[config.mk]
export PLATFORM = sky130hd
export DESIGN_NAME = per_resource_fifo_lock_manager
export DESIGN_NICKNAME = d
export VERILOG_FILES = /design/src/hdl/plm_pkg.sv /design/src/hdl/per_resource_fifo_lock_manager.sv /design/src/hdl/plm_datapath.sv /design/src/hdl/plm_controller.sv
export SDC_FILE = /design/constraint.sdc
export NUM_CORES = 2
export LEC_CHECK = 0
export BUFFER_PORTS_ARGS = -buffer_cell sky130_fd_sc_hd__clkbuf_2
export CORE_MARGIN = 5
export CORE_UTILIZATION = 42
export DETAILED_ROUTE_END_ITERATION = 8
export GPL_TIMING_DRIVEN = 0
export PLACE_DENSITY = 0.63
export SETUP_SLACK_MARGIN = 0.5
export SYNTH_ARGS = -nofsm -noshare
export SYNTH_HDL_FRONTEND = slang
export SYNTH_SLANG_ARGS = --single-unit
[constraint.sdc]
create_clock -name clk -period 5.85 [get_ports clk]
set_input_delay 0.8775 -clock clk [delete_from_list [all_inputs] [get_ports clk]]
set_output_delay 0.8775 -clock clk [all_outputs]
set_load 0.02 [all_outputs]
[src/hdl/plm_pkg.sv]
// Shared result codes and controller/datapath handshake types for the lock manager.
package plm_pkg;

  localparam logic [1:0] KIND_REPLY    = 2'd0;
  localparam logic [1:0] KIND_DISPATCH = 2'd1;
  localparam logic [1:0] KIND_ERROR    = 2'd2;

  localparam logic [1:0] ERR_NONE      = 2'd0;
  localparam logic [1:0] ERR_FULL      = 2'd1;
  localparam logic [1:0] ERR_BAD_INDEX = 2'd2;
  localparam logic [1:0] ERR_IDLE_DONE = 2'd3;

  localparam int CLIENT_W = 8;
  localparam int VALUE_W  = 32;
  localparam int ENTRY_W  = CLIENT_W + VALUE_W;

  typedef struct packed {
    logic capture;      // latch the accepted request
    logic exec;         // evaluate, update queues, load first result
    logic load_second;  // load the dispatch read from the queue store
  } plm_cmd_t;

  typedef struct packed {
    logic has_first;
    logic has_second;
  } plm_status_t;

endpackage

[src/hdl/per_resource_fifo_lock_manager.sv]
// Top level of the per-resource FIFO lock manager.
//
//  channel  | handshake          | payload
//  ---------+--------------------+-----------------------------------------------
//  input    | in_valid/in_ready  | func, requester, resource_index, payload
//  output   | out_valid/out_ready| kind, error_code, dest_client, dest_resource,
//           |                    | result_value, last
//
// A request that yields at most one result is captured, then evaluated with the
// queue store write or read. A completion that frees a queued request yields a
// second result in the cycle after the reply is taken, read from the single-port
// queue store. Reset clears pointers, counts and busy flags at once; the queue
// store itself needs no clearing. A stalled output holds the next request off
// only while the result register cannot drain.
module per_resource_fifo_lock_manager #(
  parameter int NUM_RESOURCES = 3,
  parameter int QUEUE_DEPTH   = 16
) (
  input  logic               clk,
  input  logic               rst,
  input  logic               in_valid,
  output logic               in_ready,
  input  logic               func,
  input  logic [7:0]         requester,
  input  logic [1:0]         resource_index,
  input  logic signed [31:0] payload,
  output logic               out_valid,
  input  logic               out_ready,
  output logic [1:0]         kind,
  output logic [1:0]         error_code,
  output logic [7:0]         dest_client,
  output logic [1:0]         dest_resource,
  output logic signed [31:0] result_value,
  output logic               last
);
  import plm_pkg::*;

  plm_cmd_t    cmd;
  plm_status_t st;

  plm_controller u_ctrl (
    .clk       (clk),
    .rst       (rst),
    .in_valid  (in_valid),
    .in_ready  (in_ready),
    .out_valid (out_valid),
    .out_ready (out_ready),
    .cmd       (cmd),
    .st        (st)
  );

  plm_datapath #(
    .NUM_RESOURCES (NUM_RESOURCES),
    .QUEUE_DEPTH   (QUEUE_DEPTH)
  ) u_dp (
    .clk            (clk),
    .rst            (rst),
    .cmd            (cmd),
    .st             (st),
    .func           (func),
    .requester      (requester),
    .resource_index (resource_index),
    .payload        (payload),
    .kind           (kind),
    .error_code     (error_code),
    .dest_client    (dest_client),
    .dest_resource  (dest_resource),
    .result_value   (result_value),
    .last           (last)
  );

endmodule

[src/hdl/plm_datapath.sv]
// Queue store, per-resource pointers and busy flags, and the result register.
module plm_datapath #(
  parameter int NUM_RESOURCES = 3,
  parameter int QUEUE_DEPTH   = 16
) (
  input  logic                 clk,
  input  logic                 rst,
  input  plm_pkg::plm_cmd_t    cmd,
  output plm_pkg::plm_status_t st,
  input  logic                 func,
  input  logic [7:0]           requester,
  input  logic [1:0]           resource_index,
  input  logic signed [31:0]   payload,
  output logic [1:0]           kind,
  output logic [1:0]           error_code,
  output logic [7:0]           dest_client,
  output logic [1:0]           dest_resource,
  output logic signed [31:0]   result_value,
  output logic                 last
);
  import plm_pkg::*;

  localparam int PTR_W  = (QUEUE_DEPTH > 1) ? $clog2(QUEUE_DEPTH) : 1;
  localparam int CNT_W  = $clog2(QUEUE_DEPTH + 1);
  localparam int RIDX_W = (NUM_RESOURCES > 1) ? $clog2(NUM_RESOURCES) : 1;
  localparam int MEM_DEPTH = NUM_RESOURCES * QUEUE_DEPTH;
  localparam int ADDR_W = (MEM_DEPTH > 1) ? $clog2(MEM_DEPTH) : 1;

  logic                func_q;
  logic [7:0]          req_q;
  logic [1:0]          res_q;
  logic signed [31:0]  pay_q;

  logic [PTR_W-1:0]    head  [NUM_RESOURCES];
  logic [PTR_W-1:0]    tail  [NUM_RESOURCES];
  logic [CNT_W-1:0]    count [NUM_RESOURCES];
  logic                busy  [NUM_RESOURCES];

  logic [ENTRY_W-1:0]  mem [MEM_DEPTH];
  logic [ENTRY_W-1:0]  rd_data;

  logic                bad_index;
  logic [RIDX_W-1:0]   idx;
  logic [CNT_W-1:0]    cnt;
  logic                bsy;
  logic [1:0]          err;
  logic                is_err;
  logic [PTR_W-1:0]    head_inc;
  logic [PTR_W-1:0]    tail_inc;
  logic [ADDR_W-1:0]   waddr;
  logic [ADDR_W-1:0]   raddr;

  function automatic logic [PTR_W-1:0] wrap_inc(input logic [PTR_W-1:0] p);
    if (p == PTR_W'(QUEUE_DEPTH - 1)) begin
      return '0;
    end
    return p + PTR_W'(1);
  endfunction

  always_comb begin
    bad_index = !({1'b0, res_q} < 3'(NUM_RESOURCES));
    idx       = res_q[RIDX_W-1:0];
    cnt       = count[idx];
    bsy       = busy[idx];
    head_inc  = wrap_inc(head[idx]);
    tail_inc  = wrap_inc(tail[idx]);
    waddr     = ADDR_W'(int'(idx) * QUEUE_DEPTH + int'(tail[idx]));
    raddr     = ADDR_W'(int'(idx) * QUEUE_DEPTH + int'(head_inc));
    priority if (bad_index) begin
      err = ERR_BAD_INDEX;
    end else if (!func_q && cnt == CNT_W'(QUEUE_DEPTH)) begin
      err = ERR_FULL;
    end else if (func_q && (!bsy || cnt == '0)) begin
      err = ERR_IDLE_DONE;
    end else begin
      err = ERR_NONE;
    end
    is_err        = (err != ERR_NONE);
    st.has_first  = is_err || func_q || !bsy;
    st.has_second = !is_err && func_q && (cnt != CNT_W'(1));
  end

  always_ff @(posedge clk) begin
    if (cmd.capture) begin
      func_q <= func;
      req_q  <= requester;
      res_q  <= resource_index;
      pay_q  <= payload;
    end
  end

  // Queue bookkeeping; a request to a free resource is dispatched at once.
  always_ff @(posedge clk) begin
    if (rst) begin
      for (int i = 0; i < NUM_RESOURCES; i++) begin
        head[i]  <= '0;
        tail[i]  <= '0;
        count[i] <= '0;
        busy[i]  <= 1'b0;
      end
    end else if (cmd.exec && !is_err) begin
      if (!func_q) begin
        tail[idx]  <= tail_inc;
        count[idx] <= cnt + CNT_W'(1);
        busy[idx]  <= 1'b1;
      end else begin
        head[idx]  <= head_inc;
        count[idx] <= cnt - CNT_W'(1);
        busy[idx]  <= (cnt != CNT_W'(1));
      end
    end
  end

  always_ff @(posedge clk) begin
    if (cmd.exec && !is_err && !func_q) begin
      mem[waddr] <= {req_q, pay_q};
    end
    if (cmd.exec && !is_err && func_q) begin
      rd_data <= mem[raddr];
    end
  end

  always_ff @(posedge clk) begin
    if (cmd.exec) begin
      dest_client <= req_q;
      if (is_err) begin
        kind          <= KIND_ERROR;
        error_code    <= err;
        dest_resource <= '0;
        result_value  <= '0;
        last          <= 1'b1;
      end else if (func_q) begin
        kind          <= KIND_REPLY;
        error_code    <= ERR_NONE;
        dest_resource <= '0;
        result_value  <= pay_q;
        last          <= (cnt == CNT_W'(1));
      end else begin
        kind          <= KIND_DISPATCH;
        error_code    <= ERR_NONE;
        dest_resource <= res_q;
        result_value  <= pay_q;
        last          <= 1'b1;
      end
    end else if (cmd.load_second) begin
      kind          <= KIND_DISPATCH;
      error_code    <= ERR_NONE;
      dest_client   <= rd_data[ENTRY_W-1:VALUE_W];
      dest_resource <= res_q;
      result_value  <= signed'(rd_data[VALUE_W-1:0]);
      last          <= 1'b1;
    end
  end

endmodule

[src/hdl/plm_controller.sv]
// Sequencer for request capture, evaluation and result delivery.
module plm_controller (
  input  logic                 clk,
  input  logic                 rst,
  input  logic                 in_valid,
  output logic                 in_ready,
  output logic                 out_valid,
  input  logic                 out_ready,
  output plm_pkg::plm_cmd_t    cmd,
  input  plm_pkg::plm_status_t st
);
  import plm_pkg::*;

  typedef enum logic [1:0] {
    S_IDLE,
    S_EXEC,
    S_PEND
  } state_t;

  state_t state;

  // Take a new request when idle, once the result register is free or draining.
  assign in_ready        = !rst && (state == S_IDLE) && (!out_valid || out_ready);
  assign cmd.capture     = in_valid && in_ready;
  assign cmd.exec        = (state == S_EXEC);
  assign cmd.load_second = (state == S_PEND) && out_ready;

  always_ff @(posedge clk) begin
    if (rst) begin
      state     <= S_IDLE;
      out_valid <= 1'b0;
    end else begin
      unique case (state)
        S_IDLE: begin
          if (out_valid && out_ready) begin
            out_valid <= 1'b0;
          end
          if (in_valid && in_ready) begin
            state <= S_EXEC;
          end
        end
        S_EXEC: begin
          out_valid <= st.has_first;
          state     <= st.has_second ? S_PEND : S_IDLE;
        end
        S_PEND: begin
          // hold the reply until taken, then advance to the dispatch
          if (out_ready) begin
            state <= S_IDLE;
          end
        end
        default: state <= S_IDLE;
      endcase
    end
  end

  a_accept_to_exec: assert property (@(posedge clk) disable iff (rst)
    in_valid && in_ready |=> state == S_EXEC)
    else $error("accepted request did not start evaluation");

  a_exec_reg_free: assert property (@(posedge clk) disable iff (rst)
    state == S_EXEC |-> !out_valid)
    else $error("result register occupied during evaluation");

  a_pend_has_reply: assert property (@(posedge clk) disable iff (rst)
    state == S_PEND |-> out_valid)
    else $error("second result pending without a first one shown");

  a_second_needs_first: assert property (@(posedge clk) disable iff (rst)
    state == S_EXEC && st.has_second |-> st.has_first)
    else $error("dispatch without a preceding reply");

endmodule

-- Word level (Yosys, flattened, before mapping)
Memory sizes are Yosys's and may differ from the RTL's. A register that Yosys moved wholly into a read port is not among the register bits.
Index checks and enable logic that the tools add are counted.
- bits in registers: 93
- latch bits: 0
- bits in writable memories: 1962
- ROM bits: 0
- input port bits: 47
- output and inout bits: 49
- memories: 5
- $add $sub $neg: 6
- $mul: 0
- divide/modulo/power cells: 0
- magnitude comparators: 1
- equality and inequality tests: 10
- shift-type cells: 0
- multiplexer cells: 65
- bitwise operators: 2
- reduce and logical (&&, ||, !) cells: 32
- memories (name ; depth ; bits a word ; rd ports ; clocked after memory_dff ; wr ports ; line ; text):
    u_dp.mem ; 48 ; 40 ; 1 ; 1 ; 1 ; plm_datapath.sv:39 ; logic [ENTRY_W-1:0] mem [MEM_DEPTH];
    u_dp.count ; 3 ; 5 ; 1 ; 1 ; 3 ; plm_datapath.sv:36 ; logic [CNT_W-1:0] count [NUM_RESOURCES];
    u_dp.head ; 3 ; 4 ; 1 ; 1 ; 3 ; plm_datapath.sv:34 ; logic [PTR_W-1:0] head [NUM_RESOURCES];
    u_dp.tail ; 3 ; 4 ; 1 ; 1 ; 3 ; plm_datapath.sv:35 ; logic [PTR_W-1:0] tail [NUM_RESOURCES];
    u_dp.busy ; 3 ; 1 ; 1 ; 1 ; 3 ; plm_datapath.sv:37 ; logic busy [NUM_RESOURCES];
- operators with widths (operator ; number):
    $mux 32 ; 3
    $mux 2 ; 24
    $mux 1 ; 26
    $mux 4 ; 6
    $mux 8 ; 2
    $add 6x4->6 ; 2
    $logic_and 1x1->1 ; 12
    $mux 5 ; 2
    $add 4x1->4 const B ; 2
    $eq 4x4->1 const B ; 2
    $reduce_or 4->1 ; 2
    $ne 2x2->1 const B ; 3
    $pmux 2 s3 ; 1
    $reduce_bool 2->1 ; 3
    $add 5x1->5 const B ; 1
    $eq 5x1->1 const B ; 1
    $eq 5x5->1 const B ; 1
    $logic_not 1->1 ; 5
    $logic_not 5->1 ; 1
    $ne 5x1->1 const B ; 1
    $reduce_or 5->1 ; 1
    $sub 5x1->5 const B ; 1
    $logic_or 1x1->1 ; 4
    $reduce_and 2->1 ; 2
    7 further kinds ; 8

-- Depth between registers and ports, before layout
- word-level depth: 15
- depth in mapped cells: 13
- depth with buffers taken out: 9

-- Cells and area by module
Synthesis repeated with hierarchy kept, for this count alone.
- cells, all modules: 3447
- area total of the unflattened synthesis: 79344.8 um^2
- by module, submodules not included (module ; instances ; cells each ; area an instance (um^2) ; seq. area each (um^2)):
    plm_datapath ; 1 ; 3429 ; 79180.9 ; 63280.7
    plm_controller ; 1 ; 18 ; 163.9 ; 60.1

-- Worst setup path after synthesis
OpenSTA, ideal clock, no wires.
- path type: register to register
- start point: reg with a tool-made name
- end point: mem u_dp.mem[14][0] (netlist name) (enable)
- arrival time: 4076 ps
- required time: 5412 ps
- path slack: 1336 ps
- cell stages (with the launch flop): 9
- buffers on the path: 2
- cell sequence: dfxtp_1 buf_4 buf_2 mux4_2 xnor2_1 o211ai_1 nor4_1 nand2_1 nor2_1
- RTL lines (element ; line):
    to (decl) ; plm_datapath.sv:39

==> results.cfg <==
[sta]
finalMaxSlewViolations = 0
max-slew-margin-rel_pct = 4.724
worst_pin_slew_ns = 1.421
period_share_pct = 87.91
fin_worst_skew_ns = 0.06704
finalSetupViolations = 0
hold_viol = 0
min_period_ns = 5.143
fmax_mhz = 194.5
rsz0062_at_grt = false

[power]
p_total_mw = 34.20
power.density_nw_per_um2 = 362.0
p_leak_nw = 29.58
ir_drop_mv = 0.3172

[route]
postRouteAntennaNets = 0
wl_um = 214300
num_vias = 41743
drc = 0
drt_pass1_iterations = 6
via_per_inst = 5.995
wl_per_cell_um = 30.78
drt_iter0_markers = 5780

[clock_tree]
path_clk_slew_ns = 0.06
holdBufCountCts = 0
cts_made_buffers = 206
clock_path_buffers = 3
cts_max_level = 4
clock-sinks = 2111
cts_tree = yes
clkLatencyLatePin_ns = 0.85
cts_root_buf = clkbuf_16

[die]
die_h_um = 449.1
coreArea_um2 = 192200
start_util_pct = 42.13
ios = 96
dieArea_um2 = 201700
chipWidth_um = 449.1
num_rows = 161

[logic_synthesis]
synth_area_leaders = edfxtp_1 (78%), mux4_2 (14%), nand4_1 (1.8%)
synth.avg_cell_area_um2 = 21.23
ys_top_cells_by_count = edfxtp_1 (2106), mux4_2 (491), nand4_1 (231), nand3_1 (199), clkbuf_1 (167)
synth_top_area_share_pct = 78.11
yosys_warnings = 0
async_flop_share_pct = 0
syn_area_um2 = 80970
synth_ff_type = edfxtp_1
netlist.top_cell.by_area = edfxtp_1
synthCells = 3813
seq_area_frac_synth_pct = 78.23
yosysMostFrequentCell = edfxtp_1
ys_ff_latch = 2111
synthDistinctLibCells = 58
synth_edf_count = 2106

[grt]
grt_overflow = 0
grt_pass1_vias = 41606
track_usage_pct = 20.91
antenna_found_initial = 6
grt_max_degree = 50
grt_pass1_wl_um = 305800

[worst_setup_path]
arrival_ns = 5.73
cp_slowest_stage_delay_ns = 0.62
worstSetupStartpointType = register
cp_max_fo = 10
criticalPathCategory = reg2reg
path_cells = buf_4, mux4_2, ha_1, clkbuf_1, nor2b_1, a211oi_4, inv_2, buf_2, buf_2, buf_1, a31oi_1, o31a_1, o211ai_1
cp_common_cell = buf_2
critical_path.endpoint_type = register
critical-path-slowest-cell = mux4_2
required_ns = 6.44

[final_layout]
instances_no_fill = 6963
final_layout_size_suffix_gt1_share_pct = 25.69
area_growth_pct = 16.68
layout.nets = 4309
n_fill_cell = 15490
design_area_um2 = 94470

[hold_path]
hp-class = in2reg
hp-start = payload[3]

[place]
postPlaceCellArea_um2 = 87550
place_inst = 6556
dpl.hpwl_um = 146000
portBuffers = 95
gp_congestion = 0.8684

[run]
max-cap-violations = 0

[outcome]
outcome = finished, final reports clean
logic make-up after synthesis:
family                     share of synthesized area (%)
adders and majority gates                        0.07727
and+or+nand+nor                                    4.970
xor gates and xnor gates                         0.08500
other                                           0.004632
buffers and inverters                              1.429
DFF                                                78.23
AOI/OAI and AO/OA                                  1.439
muxes                                              13.76
metal layers:
layer | global-route usage (%) | wire length, µm
met5 | 0 | 0
met4 | 8.071 | 8599
met3 | 3.720 | 16620
met2 | 33.03 | 103100
met1 | 29.28 | 86000
layout make-up:
class                      instances  area (µm²)  share of cell area, %
sequential                      2111       63340                  67.05
multi-input combinational       1440       16910                  17.90
clock buffer                     265        5472                  5.792
timing repair buffer             223        3212                  3.400
tap                             2526        3161                  3.346
clock inverter                   112        1161                  1.229
buffer                           250        1091                  1.155
inverter                          25       93.84                0.09934
antenna                           11       27.53                0.02914
worst paths after layout:
kind	endpoint	depth (start not counted)	slack, ns
min reg2reg	u_dp.result_value[4]$_DFFE_PP_	2	0.54
max	u_dp.rd_data[22]$_DFFE_PN_	13	0.71
min	u_dp.pay_q[3]$_DFFE_PP_	1	0.20
max reg2reg	u_dp.rd_data[22]$_DFFE_PN_	13	0.71
critical path, delay by kind of cell, from the launching register on:
kind / cells / cell delay (ns)
buf+inv: 6 / 2.40
compound gates: 4 / 0.86
mux: 1 / 0.62
simple gates: 1 / 0.47
flops: 1 / 0.30
fa+ha+maj: 1 / 0.24
per-stage QoR:
| step | worst slack [ns] | setup TNS [ns] | util, % | hold slack [ns] |
|---|---|---|---|---|
| after CTS | 0.7725 | 0 | 49.11 | 0.1503 |
| after floorplan | 1.336 | 0 | - | 0.4914 |
| after detailed placement | -0.4109 | -1.105 | 45.56 | 0.5209 |
| after global placement | -2.338 | -3060.97 | 44.05 | 0.5100 |
| final | 0.7073 | 0 | 49.16 | 0.2018 |
| after global routing | 0.5135 | 0 | 49.15 | 0.1593 |
placed cells by master (no fill, tap or decap), types with 25 or more instances in the layout:
cell type / n
a22o_1: 36
buf_12: 63
buf_16: 48
buf_2: 49
buf_4: 26
clkbuf_1: 209
clkbuf_16: 210
clkbuf_2: 106
clkinv_1: 50
clkinv_2: 25
edfxtp_1: 2106
mux4_2: 491
nand2_1: 143
nand3_1: 199
nand4_1: 231
nor2_1: 41
nor2_4: 49
o2111ai_1: 39
o21ai_0: 36
or4_1: 36
sequential cells by signal, summed over array words and instances, names as in the netlist, 2 cells and up, named ones only:
register            cells
u_dp.busy               4
u_dp.kind               2
u_dp.dest_resource      2
u_dp.error_code         2
u_dp.idx                2
u_dp.dest_client        8
u_dp.tail              16
u_dp.head              16
u_dp.pay_q             32
u_dp.mem             1920
u_ctrl.state            2
u_dp.result_value      32
u_dp.rd_data           40
u_dp.count             20
u_dp.req_q              8
timing repair:
item | 4_1_cts | 5_1_grt
gates resized for setup | 12 | 5
pin swaps | 4 | 0
setup buffers | 16 | 0
endpoints found under the setup margin | 474 | 2
where the power goes:
part	internal (mW)	total [mW]	switching (mW)
combinational	1.55	4.23	2.68
clock	7.44	13.1	5.70
sequential	16.7	16.8	0.102
total	25.7	34.2	8.48
Power figures use the tool's default switching activity.
